$ cat src/sssd_pkg.sv
// Shared constants, types and font table for the seven-segment scan dimmer.
package sssd_pkg;

  localparam int DIGITS_DEF      = 5;
  localparam int STEPS_DEF       = 10;
  localparam int BRIGHT_RESET    = 10;

  localparam logic [1:0] KIND_TICK  = 2'd0;
  localparam logic [1:0] KIND_WRITE = 2'd1;
  localparam logic [1:0] KIND_LOAD  = 2'd2;

  localparam logic CFG_BRIGHT = 1'b0;
  localparam logic CFG_ENABLE = 1'b1;

  localparam logic [2:0] NO_DIGIT = 3'd7;

  // q = (n * RECIP10) >> RECIP_SHIFT equals n / 10 for every 32-bit n
  localparam logic [63:0] RECIP10     = 64'h0000_0000_CCCC_CCCD;
  localparam int          RECIP_SHIFT = 35;

  typedef struct packed {
    logic       vld;
    logic       last;
    logic [2:0] idx;
    logic [3:0] rem;
  } dig_stat_t;

  function automatic logic [7:0] font7(input logic [3:0] d);
    logic [7:0] f;
    unique case (d)
      4'd0:    f = 8'h3F;
      4'd1:    f = 8'h06;
      4'd2:    f = 8'h5B;
      4'd3:    f = 8'h4F;
      4'd4:    f = 8'h66;
      4'd5:    f = 8'h6D;
      4'd6:    f = 8'h7D;
      4'd7:    f = 8'h07;
      4'd8:    f = 8'h7F;
      4'd9:    f = 8'h6F;
      default: f = 8'h00;
    endcase
    return f;
  endfunction

endpackage

$ cat src/sssd_in_if.sv
// Input channel: scan ticks, pattern writes and decimal loads.
interface sssd_in_if;
  logic        valid;
  logic        ready;
  logic [1:0]  kind;
  logic [2:0]  digit_index;
  logic [7:0]  pattern;
  logic [31:0] decimal_value;

  modport source (output valid, kind, digit_index, pattern, decimal_value, input ready);
  modport sink   (input valid, kind, digit_index, pattern, decimal_value, output ready);
endinterface

$ cat src/sssd_out_if.sv
// Result channel: drive pin state and pattern readback.
interface sssd_out_if #(parameter int DIGITS = sssd_pkg::DIGITS_DEF);
  logic              valid;
  logic              ready;
  logic [DIGITS-1:0] digit_enables;
  logic [7:0]        segment_lines;
  logic [7:0]        pattern_readback;

  modport source (output valid, digit_enables, segment_lines, pattern_readback, input ready);
  modport sink   (input valid, digit_enables, segment_lines, pattern_readback, output ready);
endinterface

$ cat src/seven_segment_scan_dimmer.sv
// Top level of the multiplexed seven-segment scan driver with dimming.
//
//   channel  | dir | handshake        | beat
//   in_bus   | in  | valid/ready      | kind, digit_index, pattern, decimal_value
//   out_bus  | out | valid/ready      | digit_enables, segment_lines, pattern_readback
//   cfg_*    | in  | cfg_we, no stall | cfg_index, cfg_data
//
// Tick, pattern write and idle kinds go from accept through ST_EXEC and ST_DONE to the result.
// A decimal load runs each digit through the shared divide-by-ten unit, in a multiply
// phase and then a remainder phase, while in ST_LOAD and before ST_DONE.
// Synchronous active-low reset clears pins, scan position and pattern store.
// A new beat is taken while a finished result still waits on out_bus.
module seven_segment_scan_dimmer #(
  parameter int DIGITS          = sssd_pkg::DIGITS_DEF,
  parameter int STEPS_PER_DIGIT = sssd_pkg::STEPS_DEF
) (
  input  logic       clk,
  input  logic       rst_n,
  input  logic       cfg_we,
  input  logic       cfg_index,
  input  logic [3:0] cfg_data,
  sssd_in_if.sink    in_bus,
  sssd_out_if.source out_bus
);
  import sssd_pkg::*;

  localparam int DW = (DIGITS > 1) ? $clog2(DIGITS) : 1;
  localparam int SW = $clog2(STEPS_PER_DIGIT);
  localparam int BRIGHT_RST = (BRIGHT_RESET > STEPS_PER_DIGIT) ? STEPS_PER_DIGIT : BRIGHT_RESET;

  localparam logic [1:0] ST_IDLE = 2'd0;
  localparam logic [1:0] ST_EXEC = 2'd1;
  localparam logic [1:0] ST_LOAD = 2'd2;
  localparam logic [1:0] ST_DONE = 2'd3;

  logic [1:0]        state_r, state_nxt;
  logic [1:0]        kind_r;
  logic [2:0]        idx_r;
  logic [7:0]        pat_r;
  logic [3:0]        bright_r;
  logic              en_r;
  logic [SW-1:0]     step_r;
  logic [DW-1:0]     digit_r;
  logic [2:0]        last_digit_r;
  logic              last_lit_r;
  logic [7:0]        store_r [DIGITS];
  logic [7:0]        seg_r;
  logic [DIGITS-1:0] dig_pins_r;
  logic              out_valid_r;
  logic [DIGITS-1:0] out_dig_r;
  logic [7:0]        out_seg_r;
  logic [7:0]        out_rb_r;

  logic              in_acc;
  logic              out_free;
  logic              start;
  dig_stat_t         stat;
  logic [3:0]        b_sat;
  logic              lit;
  logic              dchg;
  logic              chg;
  logic [7:0]        cur_pat;
  logic [7:0]        rb;
  logic [DIGITS-1:0] pins_tick;
  logic              do_tick;
  logic              do_write;

  assign in_bus.ready = (state_r == ST_IDLE);
  assign in_acc       = in_bus.valid && in_bus.ready;
  assign out_free     = !out_valid_r || out_bus.ready;
  assign start        = in_acc && (in_bus.kind == KIND_LOAD);
  assign do_tick      = (state_r == ST_EXEC) && (kind_r == KIND_TICK);
  assign do_write     = (state_r == ST_EXEC) && (kind_r == KIND_WRITE);

  sssd_div10 #(.DIGITS(DIGITS)) u_div10 (
    .clk   (clk),
    .rst_n (rst_n),
    .start (start),
    .value (in_bus.decimal_value),
    .stat  (stat)
  );

  assign b_sat = (5'(cfg_data) > 5'(STEPS_PER_DIGIT)) ? 4'(STEPS_PER_DIGIT) : cfg_data;

  assign lit  = (5'(step_r) < 5'(bright_r)) && en_r;
  assign dchg = (3'(digit_r) != last_digit_r);
  assign chg  = (lit != last_lit_r) || dchg;

  always_comb begin
    cur_pat = 8'd0;
    rb      = 8'd0;
    for (int i = 0; i < DIGITS; i++) begin
      if (digit_r == DW'(i)) begin
        cur_pat = store_r[i];
      end
      if (idx_r == 3'(i)) begin
        rb = store_r[i];
      end
    end
  end

  always_comb begin
    pins_tick = dig_pins_r;
    for (int i = 0; i < DIGITS; i++) begin
      if (chg && dchg && (last_digit_r == 3'(i))) begin
        pins_tick[i] = 1'b0;
      end
      if (chg && (digit_r == DW'(i))) begin
        pins_tick[i] = lit;
      end
    end
  end

  always_comb begin
    state_nxt = state_r;
    unique case (state_r)
      ST_IDLE: begin
        if (in_acc) begin
          state_nxt = (in_bus.kind == KIND_LOAD) ? ST_LOAD : ST_EXEC;
        end
      end
      ST_EXEC: state_nxt = ST_DONE;
      ST_LOAD: begin
        if (stat.vld && stat.last) begin
          state_nxt = ST_DONE;
        end
      end
      ST_DONE: begin
        if (out_free) begin
          state_nxt = ST_IDLE;
        end
      end
      default: state_nxt = ST_IDLE;
    endcase
  end

  always_ff @(posedge clk) begin
    if (!rst_n) begin
      state_r      <= ST_IDLE;
      bright_r     <= 4'(BRIGHT_RST);
      en_r         <= 1'b1;
      step_r       <= '0;
      digit_r      <= '0;
      last_digit_r <= NO_DIGIT;
      last_lit_r   <= 1'b0;
      seg_r        <= 8'd0;
      dig_pins_r   <= '0;
      out_valid_r  <= 1'b0;
      for (int i = 0; i < DIGITS; i++) begin
        store_r[i] <= 8'd0;
      end
    end else begin
      state_r <= state_nxt;
      if (cfg_we) begin
        unique case (cfg_index)
          CFG_BRIGHT: bright_r <= b_sat;
          CFG_ENABLE: en_r     <= cfg_data[0];
          default:    en_r     <= en_r;
        endcase
      end
      if (do_tick) begin
        if (step_r == SW'(STEPS_PER_DIGIT - 1)) begin
          step_r  <= '0;
          digit_r <= (digit_r == DW'(DIGITS - 1)) ? '0 : digit_r + DW'(1);
        end else begin
          step_r <= step_r + SW'(1);
        end
        last_digit_r <= 3'(digit_r);
        last_lit_r   <= lit;
        dig_pins_r   <= pins_tick;
        if (chg) begin
          seg_r <= cur_pat;
        end
      end
      for (int i = 0; i < DIGITS; i++) begin
        if (do_write && (idx_r == 3'(i))) begin
          store_r[i] <= pat_r;
        end else if (stat.vld && (stat.idx == 3'(i))) begin
          store_r[i] <= font7(stat.rem);
        end
      end
      if ((state_r == ST_DONE) && out_free) begin
        out_valid_r <= 1'b1;
      end else if (out_valid_r && out_bus.ready) begin
        out_valid_r <= 1'b0;
      end
    end
  end

  always_ff @(posedge clk) begin
    if (in_acc) begin
      kind_r <= in_bus.kind;
      idx_r  <= in_bus.digit_index;
      pat_r  <= in_bus.pattern;
    end
    if ((state_r == ST_DONE) && out_free) begin
      out_dig_r <= dig_pins_r;
      out_seg_r <= seg_r;
      out_rb_r  <= rb;
    end
  end

  assign out_bus.valid            = out_valid_r;
  assign out_bus.digit_enables    = out_dig_r;
  assign out_bus.segment_lines    = out_seg_r;
  assign out_bus.pattern_readback = out_rb_r;

  a_one_digit_lit: assert property (@(posedge clk) disable iff (!rst_n)
    $onehot0(dig_pins_r))
    else $error("more than one digit driven");

  a_dark_when_unlit: assert property (@(posedge clk) disable iff (!rst_n)
    !last_lit_r |-> (dig_pins_r == '0))
    else $error("digit driven while scan slot is dark");

  a_unit_only_in_load: assert property (@(posedge clk) disable iff (!rst_n)
    stat.vld |-> (state_r == ST_LOAD))
    else $error("decimal digit produced outside a load");

  a_accept_leaves_idle: assert property (@(posedge clk) disable iff (!rst_n)
    in_acc |=> (state_r != ST_IDLE))
    else $error("accepted beat did not start work");

endmodule

$ cat src/sssd_div10.sv
// Iterative divide-by-ten unit that peels decimal digits off a 32-bit value.
module sssd_div10 #(
  parameter int DIGITS = sssd_pkg::DIGITS_DEF
) (
  input  logic                clk,
  input  logic                rst_n,
  input  logic                start,
  input  logic [31:0]         value,
  output sssd_pkg::dig_stat_t stat
);
  import sssd_pkg::*;

  localparam int CW = (DIGITS > 1) ? $clog2(DIGITS) : 1;

  logic          busy_r, busy_nxt;
  logic          phase_r, phase_nxt;
  logic [31:0]   n_r, n_nxt;
  logic [28:0]   quo_r, quo_nxt;
  logic [CW-1:0] cnt_r, cnt_nxt;
  logic [63:0]   prod;
  logic [3:0]    q10_lo;
  logic          last;

  assign prod   = {32'd0, n_r} * RECIP10;
  assign q10_lo = {quo_r[0], 3'b000} + {quo_r[2:0], 1'b0};
  assign last   = (cnt_r == CW'(DIGITS - 1));

  always_comb begin
    busy_nxt  = busy_r;
    phase_nxt = phase_r;
    n_nxt     = n_r;
    quo_nxt   = quo_r;
    cnt_nxt   = cnt_r;
    if (start) begin
      busy_nxt  = 1'b1;
      phase_nxt = 1'b0;
      n_nxt     = value;
      cnt_nxt   = '0;
    end else if (busy_r) begin
      if (!phase_r) begin
        quo_nxt   = prod[63:RECIP_SHIFT];
        phase_nxt = 1'b1;
      end else begin
        n_nxt     = {3'b000, quo_r};
        phase_nxt = 1'b0;
        cnt_nxt   = cnt_r + CW'(1);
        if (last) begin
          busy_nxt = 1'b0;
        end
      end
    end
  end

  always_ff @(posedge clk) begin
    if (!rst_n) begin
      busy_r  <= 1'b0;
      phase_r <= 1'b0;
      cnt_r   <= '0;
    end else begin
      busy_r  <= busy_nxt;
      phase_r <= phase_nxt;
      cnt_r   <= cnt_nxt;
    end
  end

  always_ff @(posedge clk) begin
    n_r   <= n_nxt;
    quo_r <= quo_nxt;
  end

  assign stat.vld  = busy_r & phase_r;
  assign stat.last = last;
  assign stat.idx  = 3'(cnt_r);
  assign stat.rem  = n_r[3:0] - q10_lo;

endmodule

$ cat src/flat_wrapper.sv
// flat-port wrapper written by rule: the top's interface ports become plain ports
module seven_segment_scan_dimmer_flat import sssd_pkg::*;
#(
  parameter int DIGITS          = sssd_pkg::DIGITS_DEF,
  parameter int STEPS_PER_DIGIT = sssd_pkg::STEPS_DEF
)
  (clk, rst_n, cfg_we, cfg_index, cfg_data, in_bus_valid, in_bus_kind, in_bus_digit_index, in_bus_pattern, in_bus_decimal_value, in_bus_ready, out_bus_valid, out_bus_digit_enables, out_bus_segment_lines, out_bus_pattern_readback, out_bus_ready);
  sssd_in_if in_bus_i ();
  sssd_out_if #(.DIGITS(DIGITS)) out_bus_i ();
  input  logic clk;
  input  logic rst_n;
  input  logic cfg_we;
  input  logic cfg_index;
  input  logic [3:0] cfg_data;
  input wire logic [$bits(in_bus_i.valid)-1:0] in_bus_valid;
  input wire logic [$bits(in_bus_i.kind)-1:0] in_bus_kind;
  input wire logic [$bits(in_bus_i.digit_index)-1:0] in_bus_digit_index;
  input wire logic [$bits(in_bus_i.pattern)-1:0] in_bus_pattern;
  input wire logic [$bits(in_bus_i.decimal_value)-1:0] in_bus_decimal_value;
  output wire logic [$bits(in_bus_i.ready)-1:0] in_bus_ready;
  output wire logic [$bits(out_bus_i.valid)-1:0] out_bus_valid;
  output wire logic [$bits(out_bus_i.digit_enables)-1:0] out_bus_digit_enables;
  output wire logic [$bits(out_bus_i.segment_lines)-1:0] out_bus_segment_lines;
  output wire logic [$bits(out_bus_i.pattern_readback)-1:0] out_bus_pattern_readback;
  input wire logic [$bits(out_bus_i.ready)-1:0] out_bus_ready;
  assign in_bus_i.valid = in_bus_valid;
  assign in_bus_i.kind = in_bus_kind;
  assign in_bus_i.digit_index = in_bus_digit_index;
  assign in_bus_i.pattern = in_bus_pattern;
  assign in_bus_i.decimal_value = in_bus_decimal_value;
  assign in_bus_ready = in_bus_i.ready;
  assign out_bus_valid = out_bus_i.valid;
  assign out_bus_digit_enables = out_bus_i.digit_enables;
  assign out_bus_segment_lines = out_bus_i.segment_lines;
  assign out_bus_pattern_readback = out_bus_i.pattern_readback;
  assign out_bus_i.ready = out_bus_ready;
  seven_segment_scan_dimmer #(.DIGITS(DIGITS), .STEPS_PER_DIGIT(STEPS_PER_DIGIT)) u_core (.clk(clk), .rst_n(rst_n), .cfg_we(cfg_we), .cfg_index(cfg_index), .cfg_data(cfg_data), .in_bus(in_bus_i), .out_bus(out_bus_i));
endmodule
$ cat config.mk
export PLATFORM = sky130hd
export DESIGN_NAME = seven_segment_scan_dimmer_flat
export DESIGN_NICKNAME = d
export VERILOG_FILES = /design/src/sssd_pkg.sv /design/src/sssd_in_if.sv /design/src/sssd_out_if.sv /design/src/seven_segment_scan_dimmer.sv /design/src/sssd_div10.sv /design/src/flat_wrapper.sv
export SDC_FILE = /design/constraint.sdc
export NUM_CORES = 1
export LEC_CHECK = 0
export BUFFER_PORTS_ARGS = -buffer_cell sky130_fd_sc_hd__buf_2
export CAP_MARGIN = 10
export CORE_MARGIN = 2
export CORE_UTILIZATION = 30
export CTS_CLUSTER_DIAMETER = 40
export DETAILED_ROUTE_END_ITERATION = 10
export SYNTH_ARGS = -nofsm -noshare
export SYNTH_HDL_FRONTEND = slang
export SYNTH_SLANG_ARGS = --single-unit
$ cat constraint.sdc
create_clock -name clk -period 12.4 [get_ports clk]
set_clock_uncertainty 0.15 [all_clocks]
set_input_delay 0.62 -clock clk [delete_from_list [all_inputs] [get_ports clk]]
set_output_delay 0.62 -clock clk [all_outputs]
set_load 0.005 [all_outputs]
==> results.sh, run 1 <==
export IMPL_portBuffers=77
export IMPL_grt_overflow_total=0
export IMPL_drc_errors=0
export IMPL_antenna_left=0
export IMPL_synth_avg_cell_area_sq_um=10.35
export IMPL_period_minus_slack_ps=8482
export IMPL_grt_pass1_wl_microns=112200
export IMPL_rsz0062_at_grt="false"
export IMPL_finalWirelength_microns=73280
export IMPL_synth_most_common_cell="inv_1"
export IMPL_die_area_sq_um=85930
export IMPL_cp_common_cell="fa_1"
export IMPL_hold_viol=0
export IMPL_clock_path_buffers=2
export IMPL_cts_resized=0
export IMPL_cts_inserted_buffers=17
export IMPL_ys_ff_latch=172
export IMPL_nNetsFinal=3273
export IMPL_tightest_slew_ps=1125
export IMPL_synth_seq_area_share=0.1908
export IMPL_syn_cell_area_sq_um=25080
export IMPL_antenna_found_initial=3
export IMPL_yosys_warnings=0
export IMPL_cp_top_family="adder cells"
export IMPL_finalSetupViolCount=0
export IMPL_syn2layout_area_growth_pct=8.561
export IMPL_dr_pass1_iters=7
export IMPL_drv_slew=0
export IMPL_drtIter0Drc=1282
export IMPL_cts_hold_buf=0
export IMPL_critPathBufInv=2
export IMPL_detailed_place_hpwl_microns=63520
export IMPL_synth_top_cells_by_count="inv_1, fa_1, ha_1"
export IMPL_core_sq_um=83160
export IMPL_cts_tree="done"
export IMPL_root_buffer="clkbuf_16"
export IMPL_start_util=0.3016
export IMPL_synth_edf_count=134
export IMPL_die_width_microns=293.1
export IMPL_worst_path_largest_cell_delay_ps=760
export IMPL_n_fill_cell=8382
export IMPL_timing_fmax_mhz=117.9
export IMPL_reg2reg_from="u_core.u_div10.n_r[3]"
export IMPL_arrival_ps=8580
export IMPL_fin_ws_ps=3918
export IMPL_synth_top_area_cell="fa_1"
export IMPL_start_kind="flop"
export IMPL_grt_pass1_vias=18180
export IMPL_cap_violations=0
export IMPL_required_ps=12490
export IMPL_wire_per_inst_microns=20.62
export IMPL_drive_above_1_share=0.06637
export IMPL_cts_max_level=4
export IMPL_vias=17390
export IMPL_status="finished clean"
export IMPL_synth_cells=2422
export IMPL_worst_setup_path_end_kind="flop"
export IMPL_min_from="in_bus_pattern[7]"
export IMPL_max_slew_margin=0.2498
export IMPL_min_path_type="primary input to flop"
export IMPL_setup_tns_ps=0
export IMPL_synth_top_area_frac=0.3089
export IMPL_grtUsageTotal=0.1758
export IMPL_path_class="flop to flop"
export IMPL_yosys_top_cells_area="fa_1, ha_1, edfxtp_1, inv_1, dfxtp_1"
export IMPL_synth_fp_nets=3237
export IMPL_post_cts_setup_buffers=0
export IMPL_fp_dieH_microns=293.1
export IMPL_ios=78
export IMPL_finalCritPeriodShare=0.6841
export IMPL_clk_latency_ps=490
export IMPL_cp_max_fo=8
export IMPL_num_rows=106
export IMPL_finish_utilization=0.3274
export IMPL_synthFlopType="edfxtp_1"
export IMPL_crit_path_start="u_core.u_div10.n_r[3]"
export IMPL_pre_cts_ws_ps=4179
export IMPL_async_reset_ff_frac=0
export IMPL_cp_cell_sequence="ha_1 -> xor2_1 -> xor2_1 -> fa_1 -> fa_1 -> fa_1 -> fa_1 -> fa_1 -> inv_1 -> fa_1 -> inv_1 -> ha_1 -> nand4_2 -> nor4_2 -> nand3_1 -> a311oi_1 -> o21ai_1 -> o21ai_1 -> a21boi_1 -> xnor2_1"
export IMPL_path_clk_slew_ps=80
export IMPL_grt_max_degree=46
export IMPL_critical_path_slowest_cell="a311oi_1"
export IMPL_via_per_inst=4.893
export IMPL_globalplace_congestion=0.9647
export IMPL_cts_sinks=172
export IMPL_ys_types=77
[per-stage QoR]
stage	hold WS (ps)	cell area, sq um	cells
after floorplan	251.9	25080	2422
after global placement	264.8	26590	3519
after detailed placement	265.4	26590	3519
after CTS	141.8	27220	3551
after global routing	144.9	27220	3553
final	164.9	27230	3554
[layout make-up]
type                            instances  area (sq um)  area share
Timing Repair Buffer                   85         445.4     0.01636
Antenna cell                            3         7.507   0.0002757
Multi-Input combinational cell       1616         17880      0.6569
Clock inverter                         15         202.7    0.007445
Inverter                              566          2125     0.07803
Tap cell                             1080          1351     0.04963
Sequential cell                       172          4785      0.1757
Clock buffer                           17         425.4     0.01563
[sequential cells by signal (all words and copies together), names as in the netlist, 2 cells and up]
register                         cells
u_core.bright_r                      4
u_core.dig_pins_r                    5
u_core.digit_r                       3
u_core.idx_r                         3
u_core.kind_r                        2
u_core.last_digit_r                  3
u_core.out_bus.digit_enables         5
u_core.out_bus.pattern_readback      8
u_core.out_bus.segment_lines         8
u_core.pat_r                         8
u_core.seg_r                         8
u_core.state_r                       2
u_core.step_r                        4
u_core.store_r                      40
u_core.u_div10.cnt_r                 3
u_core.u_div10.n_r                  32
u_core.u_div10.quo_r                29
[cell usage in the layout (no fill, tap or decap), types with 38 or more instances in the layout]
cell type  synthesis  final
inv_1            566    566
fa_1             387    387
ha_1             373    373
edfxtp_1         134    134
a21oi_1          105    104
nand2_1          102    102
nor2_1            95     95
buf_2              5     77
a21o_1            45     45
xnor2_1           45     45
xor2_1            40     40
a211oi_1          39     39
dfxtp_1           38     38
[per-layer routing]
metal  share of wire  up-vias  track usage
met4           0.042        0      0.07205
met2            0.45      555       0.2782
met1            0.44     8722       0.2367
li1                -     8010            -
met5               0        -            0
met3           0.060      104      0.03222
[final timing paths]
path | slack (ps) | cells after the start | to
setup reg to reg | 3920 | 20 | u_core.u_div10.quo_r[23]
hold reg to reg | 280 | 0 | u_core.out_bus.digit_enables[3]
hold / removal | 160 | 1 | u_core.pat_r[7]
setup / recovery | 3920 | 20 | u_core.u_div10.quo_r[23]
[cells by family after synthesis]
logic type	count (synthesis)	share of synthesized area
xor+xnor	85	0.02968
compound gates	380	0.1017
fa+ha+maj	760	0.4950
buf+inv	634	0.09634
simple gates	344	0.06630
mux	47	0.02021
flops	172	0.1908
Power of run 1 is left out: the tool's default activity adds up to more than one toggle a clock period on the data nets, which glitch-free logic cannot reach.
==> inputs of run 2 (changes only) <==
==> constraint.sdc (replaced) <==
create_clock -name clk -period 8.1 [get_ports clk]
set_clock_uncertainty 0.15 [all_clocks]
set_input_delay 0.405 -clock clk [delete_from_list [all_inputs] [get_ports clk]]
set_output_delay 0.405 -clock clk [all_outputs]
set_load 0.005 [all_outputs]
==> run 2 against run 1 <==
Setup slack got worse by 3600 ps. First-iteration DRC count rose by 11%. Wire length rose by 1.4%. Register-to-register slack got worse by 3600 ps. Core utilization rose by 0.39 points. Via count rose by 1.3%. Global-route usage rose by 0.23 points. Worst hold slack got worse by 93 ps. Count of clock-buffer cells in the layout did not move. Non-clock buffer count rose by 37. Cell count rose by 1.0%. Highest routed layer unchanged.
==> results.sh, run 2 (synthesis gave the netlist of run 1 again) <==
export IMPL_status="finished clean"
export IMPL_rsz0062_at_grt="false"
export IMPL_drtIter0Drc=1426
export IMPL_whs_ps=71.92
export IMPL_grt_pass1_vias=18740
export IMPL_antenna_left=0
export IMPL_antenna_found_initial=2
export IMPL_via_per_inst=4.907
export IMPL_min_to="u_core.en_r"
export IMPL_reg_largest_list="u_core.store_r x40, u_core.u_div10.n_r x32, u_core.u_div10.quo_r x29"
export IMPL_min_from="cfg_data[0]"
export IMPL_wl_met1_microns=33100
export IMPL_grtUsageTotal=0.1780
export IMPL_required_ps=8170
export IMPL_root_buffer="clkbuf_16"
export IMPL_timing_fmax_mhz=127.9
export IMPL_cts_tree="done"
export IMPL_whs_path_depth=3
export IMPL_die_area_sq_um=85930
export IMPL_fp_dieH_microns=293.1
export IMPL_cts_sinks=172
export IMPL_num_rows=106
export IMPL_grt_overflow_total=0
export IMPL_path_class="flop to flop"
export IMPL_clk_latency_ps=480
export IMPL_cap_violations=0
export IMPL_finalWirelength_microns=74310
export IMPL_vias=17620
export IMPL_drv_slew=0
export IMPL_start_util=0.3016
export IMPL_top_register="u_core.store_r"
export IMPL_drc_errors=0
export IMPL_dr_pass1_iters=5
export IMPL_die_width_microns=293.1
export IMPL_grt_pass1_wl_microns=114400
export IMPL_detailed_place_hpwl_microns=64140
export IMPL_core_sq_um=83160
export IMPL_grt_max_degree=46
export IMPL_post_cts_setup_buffers=0
export IMPL_portBuffers=77
export IMPL_rrSetupSlack_ps=280
export IMPL_hold_viol=0
export IMPL_start_kind="flop"
export IMPL_nNetsFinal=3310
export IMPL_ios=78
export IMPL_globalplace_congestion=0.9805
export IMPL_syn2layout_area_growth_pct=9.848
export IMPL_worst_setup_path_end_kind="flop"
export IMPL_dr_wl_met3_microns=3910
export IMPL_wire_per_inst_microns=20.70
export IMPL_drive_above_1_share=0.07656
export IMPL_finalCritPeriodShare=0.9651
export IMPL_cts_inserted_buffers=17
export IMPL_cp_max_fo=5
export IMPL_largest_register_ffs=40
export IMPL_rr_worst_depth=23
export IMPL_crit_path_start="u_core.u_div10.n_r[17]"
export IMPL_clock_path_buffers=2
export IMPL_highest_layer="met4"
export IMPL_layout_commonest_cell="inv_1"
export IMPL_arrival_ps=7890
export IMPL_reg2reg_from="u_core.u_div10.n_r[17]"
export IMPL_setup_tns_ps=0
export IMPL_period_minus_slack_ps=7817
export IMPL_max_slew_margin=0.2389
export IMPL_r2r_end="u_core.u_div10.quo_r[21]"
export IMPL_tightest_slew_ps=1142
export IMPL_final_cell_mix="inv_1, fa_1, ha_1, edfxtp_1, a21oi_1"
export IMPL_min_path_type="primary input to flop"
export IMPL_finalSetupViolCount=0
export IMPL_path_clk_slew_ps=90
export IMPL_cts_max_level=4
export IMPL_wl_met2_microns=33250
[run 2: layer usage]
metal,GRT usage,vias to the layer above
met4,0.08343,0
li1,-,8072
met1,0.2415,8843
met2,0.2801,564
met3,0.02579,136
met5,0,-
[run 2: stage by stage]
step / worst slack (ps) / cells / util / instance area (sq um)
6_report: 282.6 / 3590 / 0.3313 / 27550
4_1_cts: 92.66 / 3588 / 0.3311 / 27530
5_1_grt: 3.947 / 3590 / 0.3313 / 27550
3_5_place_dp: 128.8 / 3543 / 0.3219 / 26770
2_1_floorplan: 1135 / 2422 / - / 25080
3_3_place_gp: 149.9 / 3543 / 0.3219 / 26770
[run 2: worst max-delay path by stage]
stage	depth (start not counted)	endpoint
after CTS	21	u_core.u_div10.quo_r[23]
after global placement	21	u_core.u_div10.quo_r[23]
after floorplan	23	u_core.u_div10.quo_r[21]
after detailed placement	21	u_core.u_div10.quo_r[23]
after global routing	23	u_core.u_div10.quo_r[21]
final	23	u_core.u_div10.quo_r[21]
[run 2: critical path: stages (launching register included)]
cell and delay (ps):
edfxtp_1 540, ha_1 520, inv_1 180, fa_1 500, inv_1 50, fa_1 530, inv_1 70, fa_1 530
inv_1 70, fa_1 520, fa_1 430, fa_1 520, inv_1 50, fa_1 500, inv_1 40, ha_1 320
nand4_2 170, nor4_2 390, or4b_1 490, a41oi_2 300, o21ai_2 150, a21oi_4 280, nand4_1 120, and3_1 160
[run 2: area by class of cell]
cell class / count / area, sq um
Antenna cell: 2 / 5.005
Clock buffer: 17 / 425.4
Clock inverter: 15 / 203.9
Fill cell: 8400 / 55610
Inverter: 566 / 2125
Multi-Input combinational cell: 1616 / 17900
Sequential cell: 172 / 4785
Tap cell: 1080 / 1351
Timing Repair Buffer: 122 / 755.7
[run 2: timing repair]
action | 4_1_cts | 5_1_grt
resized for setup | 0 | 4
hold endpoints to repair | 13 | 0
hold buffers | 13 | 0
endpoints found under the setup margin | 0 | 5
Power of run 2 is left out for the same reason.
